--- config.mk ---
export PLATFORM = sky130hd
export DESIGN_NAME = multilane_xoshiro_uniform_float
export DESIGN_NICKNAME = d
export VERILOG_FILES = /design/src/sv/xsu_pkg.sv /design/src/sv/xsu_lane_ram.sv /design/src/sv/multilane_xoshiro_uniform_float.sv
export SDC_FILE = /design/constraint.sdc
export NUM_CORES = 2
export LEC_CHECK = 0
export BUFFER_PORTS_ARGS = -buffer_cell sky130_fd_sc_hd__clkbuf_2
export CAP_MARGIN = 5
export CORE_MARGIN = 2
export CORE_UTILIZATION = 35
export DETAILED_ROUTE_END_ITERATION = 10
export PLACE_DENSITY_LB_ADDON = 0.2
export SETUP_SLACK_MARGIN = 0.15
export SYNTH_ARGS = -nofsm -noshare
export SYNTH_HDL_FRONTEND = slang
export SYNTH_HIERARCHICAL = 1
export SYNTH_SLANG_ARGS = --single-unit
--- constraint.sdc ---
create_clock -name clk -period 28.2 [get_ports clk]
set_clock_uncertainty 0.15 [all_clocks]
set_input_delay 5.64 -clock clk [delete_from_list [all_inputs] [get_ports clk]]
set_output_delay 5.64 -clock clk [all_outputs]
set_load 0.02 [all_outputs]
--- src/sv/xsu_pkg.sv ---
`timescale 1ns / 1ps

package xsu_pkg;

  localparam int LANES  = 16;
  localparam int LANE_W = (LANES > 1) ? $clog2(LANES) : 1;

  localparam int SHIFT_A    = 9;
  localparam int ROT_B      = 11;
  localparam int FRAC_W     = 23;
  localparam int JUMP_STEPS = 128;
  localparam int STEP_W     = $clog2(JUMP_STEPS);

  // Register index, taken from paddr[2]
  localparam logic [0:0] REG_SEED = 1'b0;

  // Jump polynomial, bit 32*k+b is bit b of word k
  localparam logic [JUMP_STEPS-1:0] JUMP_POLY =
    {32'h77f2db5b, 32'h6fa035c3, 32'hf542d2d3, 32'h8764000b};

  typedef logic [3:0][31:0] lane_t;

  typedef struct packed {
    logic              en;
    logic [LANE_W-1:0] addr;
    lane_t             data;
  } lane_wr_t;

  // One xoshiro128 step
  function automatic lane_t advance(lane_t w);
    lane_t       n;
    logic [31:0] t;
    t    = w[1] << SHIFT_A;
    n    = w;
    n[2] = n[2] ^ n[0];
    n[3] = n[3] ^ n[1];
    n[1] = n[1] ^ n[2];
    n[0] = n[0] ^ n[3];
    n[2] = n[2] ^ t;
    n[3] = {n[3][31-ROT_B:0], n[3][31:32-ROT_B]};
    return n;
  endfunction

  // Word k of lane i: seed + 100k + 31 - i, mod 2^32
  function automatic lane_t seed_lane(logic [31:0] s, logic [LANE_W-1:0] i);
    lane_t w;
    for (int k = 0; k < 4; k++) begin
      w[k] = s + 32'(100 * k + 31) - 32'(i);
    end
    return w;
  endfunction

endpackage

--- src/sv/xsu_lane_ram.sv ---
`timescale 1ns / 1ps

module xsu_lane_ram (
  input  logic                       clk,
  input  logic                       rst,
  input  logic                       rd_en,
  input  logic [xsu_pkg::LANE_W-1:0] rd_addr,
  output xsu_pkg::lane_t             rd_data,
  input  xsu_pkg::lane_wr_t          wr
);

  xsu_pkg::lane_t                mem [xsu_pkg::LANES];
  logic [xsu_pkg::LANES-1:0]     written;
  xsu_pkg::lane_t                rd_q;
  logic                          rd_written;

  // Unwritten lanes read as all zero
  always_ff @(posedge clk) begin
    if (rst) begin
      written    <= '0;
      rd_written <= 1'b0;
    end else begin
      if (wr.en) begin
        written[wr.addr] <= 1'b1;
      end
      if (rd_en) begin
        rd_written <= written[rd_addr];
      end
    end
  end

  always_ff @(posedge clk) begin
    if (wr.en) begin
      mem[wr.addr] <= wr.data;
    end
    if (rd_en) begin
      rd_q <= mem[rd_addr];
    end
  end

  assign rd_data = rd_written ? rd_q : '0;

endmodule

--- src/sv/multilane_xoshiro_uniform_float.sv ---
`timescale 1ns / 1ps

// Sixteen independent xoshiro128+ generators kept in a lane memory of 16
// entries by 128 bits. A draw word (action = 1) reads the current lane (lane
// 0 when restart_lane is set, otherwise the lane counter), returns the top
// 23 bits of word0 + word3 as an unsigned 0.23 fraction, steps the lane and
// writes it back; a draw first does the synchronous memory read and then the
// update and write-back, and it holds the update while an earlier result
// still sits stalled in the output register. A reseed word (action = 0)
// produces no result: every lane is loaded from the seed register (word k
// of lane i is seed + 100k + 31 - i) and jumped ahead 2^64 steps by a loop
// that applies one generator step per cycle, with no item accepted
// meanwhile.
// Lanes never written read as zero and draw fraction 0. The seed register
// sits at APB byte address 0; write it only while the block is idle.
module multilane_xoshiro_uniform_float (
  input  logic                        clk,
  input  logic                        rst,
  // item channel
  input  logic                        item_valid,
  output logic                        item_stall,
  input  logic                        action,
  input  logic                        restart_lane,
  // result channel
  output logic                        result_valid,
  input  logic                        result_stall,
  output logic [xsu_pkg::FRAC_W-1:0]  fraction,
  // configuration
  input  logic                        psel,
  input  logic                        penable,
  input  logic                        pwrite,
  input  logic [2:0]                  paddr,
  input  logic [31:0]                 pwdata,
  output logic [31:0]                 prdata,
  output logic                        pready
);

  typedef enum logic [2:0] {
    ST_IDLE = 3'b001,
    ST_DRAW = 3'b010,
    ST_JUMP = 3'b100
  } state_t;

  state_t                        state;
  logic [31:0]                   seed;
  logic [xsu_pkg::LANE_W-1:0]    lane_cnt;
  logic [xsu_pkg::LANE_W-1:0]    draw_lane;
  logic [xsu_pkg::LANE_W-1:0]    jump_lane;
  logic [xsu_pkg::STEP_W-1:0]    step_cnt;
  xsu_pkg::lane_t                jw;
  xsu_pkg::lane_t                acc;

  logic                          item_acc;
  logic                          out_free;
  logic                          last_step;
  logic                          last_lane;
  logic [xsu_pkg::LANE_W-1:0]    sel_lane;
  logic [31:0]                   sum;
  xsu_pkg::lane_t                rd_data;
  xsu_pkg::lane_t                acc_next;
  xsu_pkg::lane_wr_t             lane_wr;

  // Configuration port: single register, always ready
  assign pready = 1'b1;
  assign prdata = (paddr[2] == xsu_pkg::REG_SEED) ? seed : '0;

  always_ff @(posedge clk) begin
    if (rst) begin
      seed <= '0;
    end else if (psel && penable && pwrite && paddr[2] == xsu_pkg::REG_SEED) begin
      seed <= pwdata;
    end
  end

  // Handshake and lane selection
  assign item_stall = (state != ST_IDLE);
  assign item_acc   = item_valid && !item_stall;
  assign out_free   = !result_valid || !result_stall;
  assign sel_lane   = restart_lane ? '0 : lane_cnt;
  assign last_step  = (step_cnt == xsu_pkg::STEP_W'(xsu_pkg::JUMP_STEPS - 1));
  assign last_lane  = (jump_lane == xsu_pkg::LANE_W'(xsu_pkg::LANES - 1));

  // Draw datapath: lane word arrives in the cycle after the read
  assign sum = rd_data[0] + rd_data[3];

  // Jump: fold the current state into the accumulator on each set poly bit
  assign acc_next = xsu_pkg::JUMP_POLY[step_cnt] ? (acc ^ jw) : acc;

  // Single write port: draw write-back or finished jump
  always_comb begin
    lane_wr = '0;
    priority if (state == ST_DRAW && out_free) begin
      lane_wr.en   = 1'b1;
      lane_wr.addr = draw_lane;
      lane_wr.data = xsu_pkg::advance(rd_data);
    end else if (state == ST_JUMP && last_step) begin
      lane_wr.en   = 1'b1;
      lane_wr.addr = jump_lane;
      lane_wr.data = acc_next;
    end else begin
      lane_wr = '0;
    end
  end

  xsu_lane_ram u_lane_ram (
    .clk     (clk),
    .rst     (rst),
    .rd_en   (item_acc && action),
    .rd_addr (sel_lane),
    .rd_data (rd_data),
    .wr      (lane_wr)
  );

  // Control
  always_ff @(posedge clk) begin
    if (rst) begin
      state        <= ST_IDLE;
      lane_cnt     <= '0;
      result_valid <= 1'b0;
      step_cnt     <= '0;
      jump_lane    <= '0;
    end else begin
      // raise on a finished draw, drop once the receiver takes the word
      if (state == ST_DRAW && out_free) begin
        result_valid <= 1'b1;
      end else if (result_valid && !result_stall) begin
        result_valid <= 1'b0;
      end
      unique case (state)
        ST_IDLE: begin
          if (item_acc) begin
            if (action) begin
              // advance the lane counter at accept, wrap after the last lane
              lane_cnt <= (sel_lane == xsu_pkg::LANE_W'(xsu_pkg::LANES - 1)) ?
                          '0 : sel_lane + 1'b1;
              state    <= ST_DRAW;
            end else begin
              step_cnt  <= '0;
              jump_lane <= '0;
              state     <= ST_JUMP;
            end
          end
        end
        ST_DRAW: begin
          // hold until the output register can take the result
          if (out_free) begin
            state <= ST_IDLE;
          end
        end
        ST_JUMP: begin
          step_cnt <= step_cnt + 1'b1;
          if (last_step) begin
            if (last_lane) begin
              state <= ST_IDLE;
            end else begin
              jump_lane <= jump_lane + 1'b1;
            end
          end
        end
        default: state <= ST_IDLE;
      endcase
    end
  end

  // Payload registers
  always_ff @(posedge clk) begin
    if (state == ST_IDLE && item_acc) begin
      draw_lane <= sel_lane;
      jw        <= xsu_pkg::seed_lane(seed, '0);
      acc       <= '0;
    end
    if (state == ST_DRAW && out_free) begin
      fraction <= sum[31 -: xsu_pkg::FRAC_W];
    end
    if (state == ST_JUMP) begin
      if (last_step) begin
        // load the next lane's seed words and restart the sum
        jw  <= xsu_pkg::seed_lane(seed, jump_lane + 1'b1);
        acc <= '0;
      end else begin
        jw  <= xsu_pkg::advance(jw);
        acc <= acc_next;
      end
    end
  end

`ifndef ASSERT_OFF
  a_result_from_draw: assert property (@(posedge clk) disable iff (rst)
    $rose(result_valid) |-> $past(state == ST_DRAW))
    else $error("result raised outside a draw");

  a_write_owner: assert property (@(posedge clk) disable iff (rst)
    lane_wr.en |-> (state == ST_DRAW || state == ST_JUMP))
    else $error("lane write while idle");

  a_step_advance: assert property (@(posedge clk) disable iff (rst)
    (state == ST_JUMP && !last_step) |=>
      (state == ST_JUMP && step_cnt == $past(step_cnt) + 1'b1))
    else $error("jump loop lost a step");

  a_lane_range: assert property (@(posedge clk) disable iff (rst)
    (32'(lane_cnt) < xsu_pkg::LANES) && (32'(jump_lane) < xsu_pkg::LANES))
    else $error("lane index out of range");

  a_no_overwrite: assert property (@(posedge clk) disable iff (rst)
    (result_valid && result_stall) |=> (result_valid && $stable(fraction)))
    else $error("stalled result lost or overwritten");
`endif

endmodule
### Word-level counts from Yosys, hierarchy flattened

Memory sizes are Yosys's and may differ from the RTL's. A register that Yosys moved wholly into a read port is not among the register bits.
Cells that the tools add are included.

| word-level totals | value |
|---|---|
| flip-flop bits (word level) | 351 |
| RAM bits | 2048 |
| memory bits (read-only) | 128 |
| input port bits | 44 |
| output and inout bits | 58 |
| word-level logic and storage cells | 121 |
| memories kept | 2 |

Memories:

| name | words | width | rd ports | clocked after Yosys merged registers in | wr ports | RTL line | RTL |
|---|---|---|---|---|---|---|---|
| u_lane_ram.mem | 16 | 128 | 1 | 1 | 1 | xsu_lane_ram.sv:12 | `xsu_pkg::lane_t mem [xsu_pkg::LANES];` |
| (no name shown) | 128 | 1 | 1 | 1 | 0 | multilane_xoshiro_uniform_float.sv:87 | `assign acc_next = xsu_pkg::JUMP_POLY[step_cnt] ? (acc ^ jw) : acc;` |

| operators by class | value |
|---|---|
| add/sub/neg operators | 12 |
| magnitude comparators | 4 |
| equal/unequal tests | 13 |
| multiplexer cells | 38 |
| bitwise logic cells | 13 |
| reductions and logical operators | 21 |

Operator list:

| cell | count |
|---|---|
| 128-bit two-way mux | 8 |
| 32-bit XOR | 10 |
| 133-bit two-way mux | 2 |
| 32-bit by 4-bit subtractor with 32-bit output | 4 |
| 128-bit XOR | 1 |
| 32-bit by 8-bit adder with 32-bit output (second input constant) | 2 |
| 32-bit adder | 1 |
| 32-bit by 5-bit adder with 32-bit output (second input constant) | 1 |
| 32-bit by 9-bit adder with 32-bit output (second input constant) | 1 |
| 32-bit two-way mux | 1 |
| 7-bit two-way mux | 4 |
| 4-bit two-way mux | 6 |
| 16-bit bitwise OR | 1 |
| 3-bit two-way mux | 5 |
| 7-bit one-hot mux with 2 select lines | 1 |
| 2-bit != test (second input constant) | 6 |
| 1-bit logical AND | 10 |
| 4-bit by 5-bit less-than comparator with 1-bit output (second input constant) | 2 |
| 3-bit one-hot mux with 3 select lines | 1 |
| 4-bit by 1-bit adder with 4-bit output (second input constant) | 2 |
| 4-bit == test (second input constant) | 2 |
| 7-bit by 8-bit less-than comparator with 1-bit output (second input constant) | 1 |
| 4-bit one-hot mux with 2 select lines | 1 |
| 7-bit by 1-bit adder with 7-bit output (second input constant) | 1 |
| 16 further kinds | 27 |

### Longest topological paths before layout

| logic depth | value |
|---|---|
| depth in word-level cells | 10 |
| mapped depth | 17 |
| gate-level depth less buffers | 15 |

### Cells and area by module

The synthesis kept the hierarchy.

Modules (own cells, without submodules):

| module | instances | cells an instance | area each (µm²) | sequential area each (µm²) |
|---|---|---|---|---|
| xsu_lane_ram | 1 | 3299 | 82361.5 | 65683.0 |
| multilane_xoshiro_uniform_float | 1 | 2980 | 25904.8 | 9539.1 |

### Least setup slack after synthesis

OpenSTA, ideal clock, no wires.

| timing path | value |
|---|---|
| path type | input -> register |
| start | input port result_stall |
| end | memory u_lane_ram/mem[0][0] (netlist bit), enable pin |
| arrival | 15.733 ns |
| data required time | 27.276 ns |
| path slack | 11.543 ns |
| stages on the path | 6 |
| buffers on the path | 0 |
| path through | nand2_1 > nand2b_1 > inv_1 > a22o_1 > or3b_2 > nor3_1 |

RTL lines:

| element | RTL line | RTL |
|---|---|---|
| start: declaration | multilane_xoshiro_uniform_float.sv:26 | `input logic result_stall,` |
| end: declaration | xsu_lane_ram.sv:12 |  |

### Worst setup path after layout

| timing path | value |
|---|---|
| start | input port paddr[2] |
| end | output port prdata[24] |

| on the way | value |
|---|---|
| word-level cells in the longest chain between the ends | 1 |

RTL lines:

| element | RTL line | RTL |
|---|---|---|
| start: declaration | multilane_xoshiro_uniform_float.sv:32 | `input logic [2:0] paddr,` |
| 32-bit two-way mux | multilane_xoshiro_uniform_float.sv:65 | `assign prdata = (paddr[2] == xsu_pkg::REG_SEED) ? seed : '0;` |
| end: declaration | multilane_xoshiro_uniform_float.sv:34 | `output logic [31:0] prdata,` |

Every way passes these cells.

==> reports/metrics.cfg <==
[synthesis]
synth.most_common_cell = edfxtp_1
postSynth.asyncResetShare = 0
synth_top_flop_cell = edfxtp_1
synth.distinct_cells = 100
ys_ff_latch = 2528
yosysSeqAreaShare = 0.695
synth.cell_area_um2 = 108000
syn_nets = 6372
yosysTopAreaCell = edfxtp_1
ys_top_cells_by_area = edfxtp_1 68%, mux4_2 13%, xor2_1 2.5%
yosysWarnings = 6
synth_edf_count = 2459
synthTopCellsByCount = 2459 x edfxtp_1, 610 x mux4_2, 363 x nand2_1
yosysTopAreaCellShare = 0.682
synth_cells = 6279
syn_avg_cell_area_um2 = 17.2

[min_path]
hold_class = flop to flop

[setup_path]
startpoint_type = input pin
worstPathMaxFanout = 34
arrival_ns = 6.43
crit_path_end_kind = output port
crit_chain = clkbuf_2 -> nor2b_1 -> clkbuf_2
cp_top_family = buffers and inverters
cp_slowest_stage_delay_ns = 0.36
crit_type = input pin to output port
slowest_stage = clkbuf_2
crit_path_frequent_cell = clkbuf_2
worst-path-buf-inv = 2
required_ns = 22.41

[clock_network]
htree_levels = 5
clock_sinks = 2528
root_buffer = clkbuf_16
ctsHoldBuffers = 0
cts_setup_buffers = 0
cts_resized = 0
cts_buffers = 277
clk_latency_ns = 0.87
tritoncts = built
ctsLongestPathBuffers = 4
cts.clk_slew.worst_paths_ns = 0.06

[sta]
fin_crit_sh = 0.433
layout_min_cycle_time_ns = 12.22
hold_ws_ns = 0.322
rsz0062_at_grt = no
relSlewSlack = 0.146
worstMarginPinSlew_ns = 1.28
tns_ns = 0
fmax_mhz = 81.8
slew_violations = 0
hold_viol = 0
setup_viol_count_final = 0

[die]
placementRows = 204
core-area_um2 = 308000
die_w_um = 560
die_area_um2 = 314000
ioPinCount = 102
start_util = 0.351
die_height_um = 560

[place]
portBuffers = 98
place_hpwl_mm = 188
gp_congestion = 0.946

[detailed_routing]
routed_wl_mm = 320
drc = 0
ant_nets = 0
drtIter0Drc = 6469
via_per_inst = 5.58
dr_total_vias = 60188
first_pass_iters = 8
post_drt_wl_per_cell_um = 29.6

[finish]
drive_gt1_frac = 0.202
fillers = 28115
area_delta_synth_final_pct = 13.2
num-nets-final = 6558

[power]
ir_worst_vdd_uv = 47.1
p_total_mw = 8.15
powerDensity_nw_per_um2 = 66.5
leakagePower_nw = 42.5

[global_routing]
grt_pass1_vias = 59801
grt_usage = 0.199
grtUsageMet2 = 0.317
grt-busiest-layer = met2
grt_pass1_wl_mm = 453
antenna_found_initial = 6
grt_max_degree = 131
grt-ovfl-total = 0
grtUsageMet1 = 0.285
met3_usage = 0.0256

[status]
run_status = finished, final reports clean

[run]
max_cap_violations = 0

==> power by group <==
part / total (mW) / internal [mW] / switching, mW
combinational: 0.437 / 0.151 / 0.286
clock: 3.49 / 2.01 / 1.48
sequential: 4.23 / 4.16 / 0.0702
==> sequential cells by signal (all words and copies together) (netlist names), 7 cells and up, named ones only <==
name                cells
acc                   128
fraction               23
jw                    128
seed                   32
step_cnt                7
u_lane_ram/mem       2048
u_lane_ram/rd_q       128
u_lane_ram/written     16
==> through the flow <==
stage	utilization	cells	area, um^2	worst slack [ns]
floorplan	-	6279	108000	11.54
global placement	0.369	10290	114000	16.00
detailed placement	0.369	10290	114000	15.95
CTS	0.397	10776	122000	15.95
global route	0.397	10794	123000	15.87
finish	0.397	10796	123000	15.98
==> layout by cell type (no fill, tap or decap), types with 22 or more instances in the layout <==
cell type and instances:
clkbuf_1 63, nor3_1 77, a211oi_1 47, and2_1 152, ha_1 48, mux4_2 610
clkbuf_2 98, nor4_1 24, nand4_1 26, mux2i_1 45, a31oi_1 28, xnor2_1 296
nand2_1 358, dfxtp_1 67, and3_1 22, o22ai_1 159, clkinv_2 42, edfxtp_1 2459
nor2_1 346, nand3_1 64, inv_1 36, xor2_1 304, clkbuf_16 284, clkinv_1 58
o21ai_0 126, buf_4 163, nor2b_1 64, a21oi_1 197
==> path summary, 6_finish.rpt <==
| path | start | to | slack [ns] | cells after the start |
|---|---|---|---|---|
| max | paddr[2] | prdata[24] | 15.98 | 3 |
| min | u_lane_ram/written[15]$_SDFFE_PP0P_ | u_lane_ram/written[15]$_SDFFE_PP0P_ | 0.32 | 2 |
| max reg2reg | step_cnt[0]$_SDFFE_PP0P_ | u_lane_ram/mem[13][59]$_DFFE_PP_ | 20.86 | 11 |
| min reg2reg | u_lane_ram/written[15]$_SDFFE_PP0P_ | u_lane_ram/written[15]$_SDFFE_PP0P_ | 0.32 | 2 |
==> area by class of cell <==
class / instances / area (um^2) / area share
Antenna cell: 4 / 10.0 / 0.0000817
Clock buffer: 350 / 7380 / 0.0603
Clock inverter: 136 / 1170 / 0.00954
Inverter: 43 / 169 / 0.00138
Multi-Input combinational cell: 3340 / 31400 / 0.257
Sequential cell: 2528 / 75200 / 0.614
Tap cell: 4120 / 5150 / 0.0421
Timing Repair Buffer: 275 / 1970 / 0.0161
==> worst register-to-register path, delay by kind of cell (launching register included) <==
| family | cells | cell delay, ns |
|---|---|---|
| flops | 1 | 0.37 |
| compound gates | 1 | 0.96 |
| fa+ha+maj | 1 | 0.22 |
| simple gates | 6 | 2.93 |
| buf+inv | 3 | 2.25 |
==> cell families after synthesis <==
| kind of cell | count (synthesis) | share of synthesized area |
|---|---|---|
| flops | 2528 | 0.695 |
| fa+ha+maj | 49 | 0.00573 |
| buf+inv | 411 | 0.0172 |
| mux | 655 | 0.131 |
| other cells | 1 | 0.0000346 |
| simple gates | 1268 | 0.0566 |
| compound gates | 766 | 0.0460 |
| xor+xnor | 601 | 0.0487 |
==> routing by layer <==
layer	share of wire	vias up
met5	0.000047	-
met4	0.030	4
met3	0.060	422
met2	0.47	2203
met1	0.44	32355
li1	-	25204
(Power assumes the default switching activity.)
